===== config.mk =====
export PLATFORM = sky130hd
export DESIGN_NAME = julian_day_to_calendar_top
export DESIGN_NICKNAME = d
export VERILOG_FILES = /design/src/rtl/jd2cal_pkg.sv /design/src/rtl/julian_day_to_calendar_top.sv
export SDC_FILE = /design/constraint.sdc
export NUM_CORES = 2
export LEC_CHECK = 0
export BUFFER_PORTS_ARGS = -buffer_cell sky130_fd_sc_hd__buf_2
export CAP_MARGIN = 20
export CELL_PAD_IN_SITES_DETAIL_PLACEMENT = 2
export CELL_PAD_IN_SITES_GLOBAL_PLACEMENT = 2
export CORE_ASPECT_RATIO = 1.5
export CORE_MARGIN = 2
export CORE_UTILIZATION = 40
export CTS_BUF_LIST = sky130_fd_sc_hd__clkbuf_4 sky130_fd_sc_hd__clkbuf_8
export DETAILED_ROUTE_END_ITERATION = 10
export PLACE_DENSITY_LB_ADDON = 0.2
export SLEW_MARGIN = 0
export SYNTH_ARGS = -nofsm -noshare
export SYNTH_HDL_FRONTEND = slang
export SYNTH_SLANG_ARGS = --single-unit

===== constraint.sdc =====
create_clock -name i_clk -period 6.7 [get_ports i_clk]
set_clock_uncertainty 0.2 [all_clocks]
set_input_delay 1.34 -clock i_clk [delete_from_list [all_inputs] [get_ports i_clk]]
set_output_delay 1.34 -clock i_clk [all_outputs]
set_load 0.02 [all_outputs]

===== src/rtl/jd2cal_pkg.sv =====
// ----------------------------------------------------------------------------
// jd2cal_pkg
// Constants, the stage record and the month offset table shared by the
// Julian date to calendar converter.
// ----------------------------------------------------------------------------
package jd2cal_pkg;

    // fixed-point formats
    localparam int FRACTION_BITS        = 40;
    localparam int SECOND_FRACTION_BITS = 24;

    // first day number that takes the Gregorian century correction
    localparam int GREGORIAN_START = 2299161;

    // alpha = floor((4z - ALPHA_BIAS) / ALPHA_DIV)
    localparam int ALPHA_BIAS  = 7468865;
    localparam int ALPHA_DIV   = 146097;
    localparam int ALPHA_SHIFT = 29;
    localparam int ALPHA_RECIP = (1 << ALPHA_SHIFT) / ALPHA_DIV;

    localparam int CAL_OFFSET = 1524;

    // c = floor((100b - 12210) / 36525) = floor((4b - C_BIAS) / C_DIV)
    localparam int C_BIAS  = 489;
    localparam int C_DIV   = 1461;
    localparam int C_SHIFT = 30;
    localparam int C_RECIP = (1 << C_SHIFT) / C_DIV;

    // e = floor(E_NUM * (b - d) / E_DIV)
    localparam int E_NUM   = 10000;
    localparam int E_DIV   = 306001;
    localparam int E_SHIFT = 24;
    localparam int E_RECIP = E_NUM * ((1 << E_SHIFT) / E_DIV);

    localparam int YEAR_BASE_LATE  = 4716;
    localparam int YEAR_BASE_EARLY = 4715;

    localparam int NUM_STAGES = 12;

    localparam logic [FRACTION_BITS-1:0] HALF_DAY = {1'b1, {(FRACTION_BITS-1){1'b0}}};

    typedef struct packed {
        logic [27:0]              z;
        logic [FRACTION_BITS-1:0] fr;
        logic                     greg;
        logic [28:0]              xa;
        logic [19:0]              q;
        logic [11:0]              alpha;
        logic [27:0]              b;
        logic [29:0]              y;
        logic [19:0]              c;
        logic [8:0]               bd;
        logic [3:0]               e;
        logic [4:0]               hour;
        logic [5:0]               minute;
        logic [5:0]               secs;
        logic [FRACTION_BITS-1:0] tfrac;
        logic [19:0]              year;
        logic [3:0]               month;
        logic [4:0]               day;
        logic [29:0]              sec_fixed;
    } t_stage;

    // floor(306001 * e / 10000), days before the start of month index e
    function automatic logic [8:0] month_start_off(input logic [3:0] e);
        logic [8:0] off;
        case (e)
            4'd1:    off = 9'd30;
            4'd2:    off = 9'd61;
            4'd3:    off = 9'd91;
            4'd4:    off = 9'd122;
            4'd5:    off = 9'd153;
            4'd6:    off = 9'd183;
            4'd7:    off = 9'd214;
            4'd8:    off = 9'd244;
            4'd9:    off = 9'd275;
            4'd10:   off = 9'd306;
            4'd11:   off = 9'd336;
            4'd12:   off = 9'd367;
            4'd13:   off = 9'd397;
            4'd14:   off = 9'd428;
            4'd15:   off = 9'd459;
            default: off = 9'd0;
        endcase
        return off;
    endfunction

endpackage


===== src/rtl/julian_day_to_calendar_top.sv =====
// ----------------------------------------------------------------------------
// julian_day_to_calendar_top
// Julian date (day number plus Q0.40 day fraction) to civil calendar date and
// time of day, fully pipelined.
//
// Usage: drive i_whole_day / i_day_fraction and raise start; a beat is taken
// at each rising edge with start high and busy low. busy is low whenever the
// block is out of reset, so a new beat can be taken every cycle.
// The result appears on the o_ ports for one cycle with o_strobe high, in
// input order.
// Throughput: one conversion per cycle; the twelve register stages hold the
// reciprocal divisions for alpha, the century count c and the month index e,
// each split into estimate and correction steps.
// Reset: synchronous, active low; clears all stage valid bits so no stray
// strobe follows reset, and busy is high while reset is held.
// The receiver cannot stall: every result is presented exactly once.
// ----------------------------------------------------------------------------
module julian_day_to_calendar_top
    import jd2cal_pkg::*;
(
    input  logic        i_clk,
    input  logic        i_rst_n,
    input  logic        start,
    output logic        busy,
    input  logic [26:0] i_whole_day,
    input  logic [39:0] i_day_fraction,
    output logic        o_strobe,
    output logic [19:0] o_year,
    output logic [3:0]  o_month,
    output logic [4:0]  o_day_of_month,
    output logic [4:0]  o_hour,
    output logic [5:0]  o_minute,
    output logic [29:0] o_second_fixed
);

    localparam int FB  = FRACTION_BITS;
    localparam int SFB = SECOND_FRACTION_BITS;

    t_stage                r_p [NUM_STAGES];
    t_stage                n_p [NUM_STAGES];
    logic [NUM_STAGES-1:0] r_v;
    logic [NUM_STAGES-1:0] n_v;

    // pipeline never stalls, only reset holds off input
    assign busy = ~i_rst_n;

    assign n_v = {r_v[NUM_STAGES-2:0], start & ~busy};

    always_comb begin
        logic [FB+39:0]  w_fx;
        logic [FB-1:0]   w_f;
        logic [FB:0]     w_fsum;
        logic [29:0]     w_z4;
        logic [40:0]     w_qa_p;
        logic [29:0]     w_ra;
        logic [49:0]     w_qc_p;
        logic [29:0]     w_rc;
        logic [30:0]     w_d_p;
        logic [28:0]     w_bd_full;
        logic [28:0]     w_e_p;
        logic [22:0]     w_re;
        logic [FB+4:0]   w_t1;
        logic [FB+5:0]   w_t2;
        logic [FB+5:0]   w_t3;
        logic [8:0]      w_day_full;
        logic [FB+SFB-1:0] w_sx;
        logic [SFB+35:0] w_sec;

        // stage 0: add the half day, carry into the day number
        w_fx   = {{FB{1'b0}}, i_day_fraction};
        w_f    = w_fx[FB-1:0];
        w_fsum = {1'b0, w_f} + {1'b0, HALF_DAY};
        n_p[0] = '0;
        n_p[0].fr = w_fsum[FB-1:0];
        n_p[0].z  = {1'b0, i_whole_day} + {27'b0, w_fsum[FB]};

        // stage 1: gregorian test and alpha numerator; hours
        n_p[1] = r_p[0];
        n_p[1].greg = (r_p[0].z >= 28'(GREGORIAN_START));
        w_z4 = {r_p[0].z, 2'b00} - 30'(ALPHA_BIAS);
        n_p[1].xa = n_p[1].greg ? w_z4[28:0] : 29'd0;
        w_t1 = (FB+5)'(r_p[0].fr) * (FB+5)'(24);
        n_p[1].hour  = w_t1[FB+4:FB];
        n_p[1].tfrac = w_t1[FB-1:0];

        // stage 2: alpha estimate; minutes
        n_p[2] = r_p[1];
        w_qa_p = {12'b0, r_p[1].xa} * 41'(ALPHA_RECIP);
        n_p[2].q = {8'b0, w_qa_p[40:29]};
        w_t2 = (FB+6)'(r_p[1].tfrac) * (FB+6)'(60);
        n_p[2].minute = w_t2[FB+5:FB];
        n_p[2].tfrac  = w_t2[FB-1:0];

        // stage 3: alpha correction; seconds
        n_p[3] = r_p[2];
        w_ra = {1'b0, r_p[2].xa} - (30'(r_p[2].q[11:0]) * 30'(ALPHA_DIV));
        n_p[3].alpha = r_p[2].q[11:0] + {11'b0, (w_ra >= 30'(ALPHA_DIV))};
        w_t3 = (FB+6)'(r_p[2].tfrac) * (FB+6)'(60);
        n_p[3].secs  = w_t3[FB+5:FB];
        n_p[3].tfrac = w_t3[FB-1:0];

        // stage 4: b
        n_p[4] = r_p[3];
        if (r_p[3].greg) begin
            n_p[4].b = r_p[3].z + 28'(r_p[3].alpha) - 28'(r_p[3].alpha[11:2])
                     + 28'(CAL_OFFSET + 1);
        end else begin
            n_p[4].b = r_p[3].z + 28'(CAL_OFFSET);
        end

        // stage 5: c numerator
        n_p[5] = r_p[4];
        n_p[5].y = {r_p[4].b, 2'b00} - 30'(C_BIAS);

        // stage 6: c estimate
        n_p[6] = r_p[5];
        w_qc_p = {20'b0, r_p[5].y} * 50'(C_RECIP);
        n_p[6].q = w_qc_p[49:30];

        // stage 7: c correction
        n_p[7] = r_p[6];
        w_rc = r_p[6].y - (30'(r_p[6].q) * 30'(C_DIV));
        n_p[7].c = r_p[6].q + {19'b0, (w_rc >= 30'(C_DIV))};

        // stage 8: days into the year, b - floor(1461c/4)
        n_p[8] = r_p[7];
        w_d_p = {11'b0, r_p[7].c} * 31'(C_DIV);
        w_bd_full = {1'b0, r_p[7].b} - w_d_p[30:2];
        n_p[8].bd = w_bd_full[8:0];

        // stage 9: month index estimate
        n_p[9] = r_p[8];
        w_e_p = {20'b0, r_p[8].bd} * 29'(E_RECIP);
        n_p[9].e = w_e_p[27:24];

        // stage 10: month index correction
        n_p[10] = r_p[9];
        w_re = (23'(r_p[9].bd) * 23'(E_NUM)) - (23'(r_p[9].e) * 23'(E_DIV));
        n_p[10].e = r_p[9].e + {3'b0, (w_re >= 23'(E_DIV))};

        // stage 11: calendar fields and packed seconds
        n_p[11] = r_p[10];
        w_day_full = r_p[10].bd - month_start_off(r_p[10].e);
        n_p[11].day = w_day_full[4:0];
        n_p[11].month = (r_p[10].e < 4'd14) ? r_p[10].e - 4'd1 : r_p[10].e - 4'd13;
        n_p[11].year = (n_p[11].month > 4'd2) ? r_p[10].c - 20'(YEAR_BASE_LATE)
                                              : r_p[10].c - 20'(YEAR_BASE_EARLY);
        w_sx  = {r_p[10].tfrac, {SFB{1'b0}}};
        w_sec = {30'b0, r_p[10].secs, w_sx[FB+SFB-1:FB]};
        n_p[11].sec_fixed = w_sec[29:0];
    end

    always_ff @(posedge i_clk) begin
        if (!i_rst_n) begin
            r_v <= '0;
        end else begin
            r_v <= n_v;
        end
    end

    always_ff @(posedge i_clk) begin
        r_p <= n_p;
    end

    assign o_strobe       = r_v[NUM_STAGES-1];
    assign o_year         = r_p[NUM_STAGES-1].year;
    assign o_month        = r_p[NUM_STAGES-1].month;
    assign o_day_of_month = r_p[NUM_STAGES-1].day;
    assign o_hour         = r_p[NUM_STAGES-1].hour;
    assign o_minute       = r_p[NUM_STAGES-1].minute;
    assign o_second_fixed = r_p[NUM_STAGES-1].sec_fixed;

    // every result beat traces back to an accepted beat
    a_strobe_from_start: assert property (@(posedge i_clk) disable iff (!i_rst_n)
        o_strobe |-> $past(start && !busy, NUM_STAGES))
        else $error("result beat without a matching input beat");

    a_month_range: assert property (@(posedge i_clk) disable iff (!i_rst_n)
        o_strobe |-> (o_month >= 4'd1) && (o_month <= 4'd12))
        else $error("month out of range");

    a_day_nonzero: assert property (@(posedge i_clk) disable iff (!i_rst_n)
        o_strobe |-> (o_day_of_month != 5'd0))
        else $error("day of month is zero, month index correction slipped");

    a_time_range: assert property (@(posedge i_clk) disable iff (!i_rst_n)
        o_strobe |-> (o_hour <= 5'd23) && (o_minute <= 6'd59))
        else $error("time of day out of range");

endmodule

; ---- Yosys cells after proc, flatten, opt, wreduce, memory -nomap -nowiden
; Memories as Yosys holds them, arrays and structs flattened. A register that Yosys moved wholly into a read port is not among the register bits.
; Index checks and enable logic that the tools add are counted.
[totals]
ff_bits = 1053
mem_bits_ro = 144
in_bits = 70
output_inout_bits = 72
mem_count = 1
[op_classes]
n_addsub = 20
mul = 11
magnitude_cmp = 6
muxes = 3
bitwise_logic = 2
[mem_list]
columns = name, depth, width, rd, rd_ports_with_merged_regs, wr, line_no
row1 = (name not given), 16, 9, 1, 1, 0, jd2cal_pkg.sv:67  ; case (e)
[ops]
columns = op, count
row1 = $add A28 B11 Y28 const B, 2
row2 = $mul A30 B17 Y47 const B, 1
row3 = $mul A40 B2 Y42 const B, 1
row4 = $add A40 B40 Y41 const B, 1
row5 = $mul A37 B4 Y41 const B, 1
row6 = $mul A29 B11 Y40 const B, 1
row7 = $sub A20 B13 Y20 const B, 2
row8 = $mul A35 B4 Y39 const B, 1
row9 = $ge A30 B11 Y1 const B, 1
row10 = $ge A30 B18 Y1 const B, 1
row11 = $mul A12 B18 Y30 const B, 1
row12 = $mul A20 B11 Y30 const B, 1
row13 = $sub A29 B30 Y30, 1
row14 = $sub A30 B30 Y30, 1
row15 = $sub A30 B9 Y30 const B, 1
row16 = $sub A29 B23 Y29 const B, 1
row17 = $add A27 B1 Y28, 1
row18 = $add A28 B12 Y28, 1
row19 = $ge A28 B22 Y1 const B, 1
row20 = $mux W28, 1
row21 = $sub A28 B10 Y28, 1
row22 = $ge A23 B19 Y1 const B, 1
row23 = $mul A4 B19 Y23 const B, 1
row24 = $mul A9 B15 Y23 const B, 1
row25 = other kinds (16), 16

; ---- Logic depth before layout (Yosys ltp)
[depth]
word_depth = 4
depth_mapped = 35
depth_no_buf = 35

; ---- Worst setup path after synthesis
; No wires, ideal clock.
[synth_path]
path_kind = reg-to-reg
from = register r_p, in the netlist n_p[458]
to = register (tool-made name)
setup_time_ns = 0.074
t_arrival_ns = 6.849
t_required_ns = 6.426
path_slack_ns = -0.423
path_stages_with_launch = 31
path_buffers = 1
synth_period_minus_slack_ns = 7.123
cell_sequence = dfxtp_1 -> inv_1 -> fa_1 -> inv_1 -> ha_1 -> ha_1 -> ha_1 -> ha_1 -> fa_1 -> a21oi_1 -> a2bb2oi_1 -> nand2_1 -> fa_1 -> inv_1 -> ha_1 -> clkbuf_1 -> and3_1 -> o31ai_1 -> o211ai_1 -> o41ai_2 -> o2111ai_1 -> a21oi_1 -> xnor2_1 -> or4_1 -> ha_1 -> nand2_1 -> xnor2_1 -> inv_1 -> nor3_1 -> nor3_1 -> a31oi_1
[synth_rtl]
columns = item, line_no
row1 = "start, declared", julian_day_to_calendar_top.sv:39  ; t_stage r_p [NUM_STAGES];
row2 = "start signal, assigned", julian_day_to_calendar_top.sv:162  ; r_p <= n_p;

==> run metrics <==
RePlAce Congestion 0.863; initial antenna violation count 7; FF-to-FF path depth 29; CTS Hold Bufs 0; EDFF count, synth 0; ys async rst share 0; wire length per cell 21.1 µm; failing checks negative setup slack; Critical Path AT 7.67 ns; Worst Slack Setup Final -0.303 ns; Layout Cells excl Fill 8713; width of the die 331 µm; top_reg_cell synth dfxtp_1; Total GRT Usage 0.225; WP data required 7.36 ns; # nets final 8273; Max-cap violations 0; most common cell in the netlist inv_1; Slew @ Worst Pin 1.13 ns; post-synthesis cell count 5885; crit-path max FO 3; #FFs+latches synth 980; Core Util, Final 0.470; Setup CP Type reg -> reg; synthesis-to-finish area growth 17.1%; Initial Util 0.402; 1st-iter DRT viols 1176; drt total wl 184000 µm; # IOs 142; hold wc startpoint n_p[808]; clk_lat worst skew 0.97 ns; minimum clock period 7.00 ns; RSZ-0062 raised after global routing true; vias in the first global route 52500; first-pass GRT wire length 286000 µm; CTS max path bufs 3; First-pass DRT Iterations 5; Die Height 495 µm; setup TNS -1.67 ns; port bufs 141; status finished, violations left; fmax 143 MHz; Root Buffer clkbuf_8; Post-DRT Antenna Nets 0; distinct cell type count after synthesis 78; layout cells sized above 1 0.167; Fillers 16300; total core area 0.160 mm²; Reg-to-Reg Start n_p[459]; Crit path largest cell delay 0.60 ns; Crit-path slowest cell or4_4; clk slew on worst S/H paths 0.07 ns; top area cells in the synthesized netlist dfxtp_1, fa_1, ha_1, inv_1, xnor2_1; CTS Buf Count 156; pin count of the biggest net entering global routing 35; Startpoint Class register; Reg2Reg Setup Slack -0.30 ns; CTS tree done; Hold Crit Class reg -> reg; area leader, netlist dfxtp_1; YS warnings 0; DP HPWL 146000 µm; cell count after placement 8400; die area 0.164 mm²; synthesized area 0.0642 mm²; Rows 180; sequential-to-total area share from yosys stat 0.305; H-tree depth 4; Tcrit/Tclk final 1.05; top cell type's share of synthesized area 0.305; final hold vios 0; Worst Hold Path Cells 0; Mapped Nets 7668; Final setup viols 11; Slew Limit Fails 0; worst relative slew slack 0.244; vias per cell 4.98; Mean Syn Cell Area 10.9 µm²; via count 43400; CTS sink count 980; drt drc 0; Synth top cells by count inv_1, dfxtp_1, ha_1, fa_1, xnor2_1; WHS Endpoint n_p[471]; CP endpoint kind register; global route overflow 0
[metrics by stage]
step,instance area [µm²],setup slack [ns],hold slack [ns]
finish,75200,-0.303,0.0964
global route,75200,-0.514,0.101
global placement,69900,-0.373,0.110
floorplan,64300,0.00844,0.110
CTS,74300,-0.0551,0.0969
detailed placement,69900,-0.593,0.113
[critical path: cells and delay by family (launching register included)]
family          cells  cell delay (ns)
xor+xnor            2             0.30
fa+ha+maj           9             3.18
buf+inv             6             0.39
simple gates        4             0.97
compound gates      8             1.55
flops               1             0.34
[layout by cell type, fill, tap and decap left out, drive strengths merged, types with 11 or more instances in the layout]
cell type | netlist | routed
inv | 1063 | 1077
dfxtp | 980 | 980
ha | 938 | 938
fa | 775 | 775
buf | 75 | 550
xnor2 | 253 | 253
a21oi | 239 | 239
nor2 | 237 | 237
clkbuf | 28 | 223
nand2 | 175 | 175
o21ai | 153 | 153
xor2 | 118 | 118
a21o | 107 | 107
nand3 | 82 | 82
nor3 | 79 | 79
and3 | 43 | 43
nor2b | 41 | 41
o21a | 35 | 35
nand2b | 35 | 35
a31oi | 35 | 35
a211oi | 30 | 30
o21bai | 28 | 28
o211ai | 27 | 27
nand4 | 26 | 26
clkinv | 1 | 25
or3 | 24 | 24
and2 | 22 | 22
nor4 | 18 | 18
mux2i | 16 | 16
o31ai | 16 | 16
bufinv | 0 | 13
a21boi | 13 | 13
o41ai | 13 | 13
or2 | 11 | 11
and4 | 11 | 11
or4 | 11 | 11
[layout make-up]
cell class	instances	area (µm²)	share of cell area
antenna	8	20.0	0.000266
clock buffer	223	2840	0.0377
clock inverter	57	848	0.0113
inverter	1064	4000	0.0532
multi-input combinational	3738	41400	0.550
sequential	980	19700	0.262
tap	2093	2620	0.0348
timing repair buffer	550	3840	0.0510
[timing repair]
| item | in CTS | in global routing |
|---|---|---|
| pin swaps | 61 | 95 |
| setup buffers | 11 | 16 |
| setup endpoints to repair | 43 | 43 |
| resized for setup | 129 | 172 |
[routing by layer]
layer  up-vias  global-route usage  routed length (µm)
li1      20300                   -                   -
met1     22200               0.224               65500
met2       536               0.458              107000
met3       352              0.0238                3300
met4         0              0.0944                7900
met5         -                   0                   0
[flip-flops by register name, summed over array words and instances, names as in the netlist, named ones only]
register and cells:
o_year 20, o_second_fixed 30, o_hour 5, r_p 76, o_minute 6, r_v 12
o_day_of_month 5, o_month 4, n_p 817
[how the worst max path moves through the flow]
stage	startpoint	end	cells after the start
6_report	n_p[459]	register	29
5_1_grt	n_p[459]	register	33
4_1_cts	n_p[457]	register	28
3_5_place_dp	n_p[1570]	n_p[1153]	27
3_3_place_gp	n_p[1571]	n_p[1153]	26
2_1_floorplan	n_p[458]	register	29
[cell families after synthesis]
family | share of synthesized area
compound gates | 0.0799
simple gates | 0.0643
xor+xnor | 0.0506
buf+inv | 0.0723
fa+ha+maj | 0.424
mux | 0.00319
flops | 0.305
Power is not shown: default switching activity piles up to over one toggle a cycle in this logic, so the estimate is an artifact.
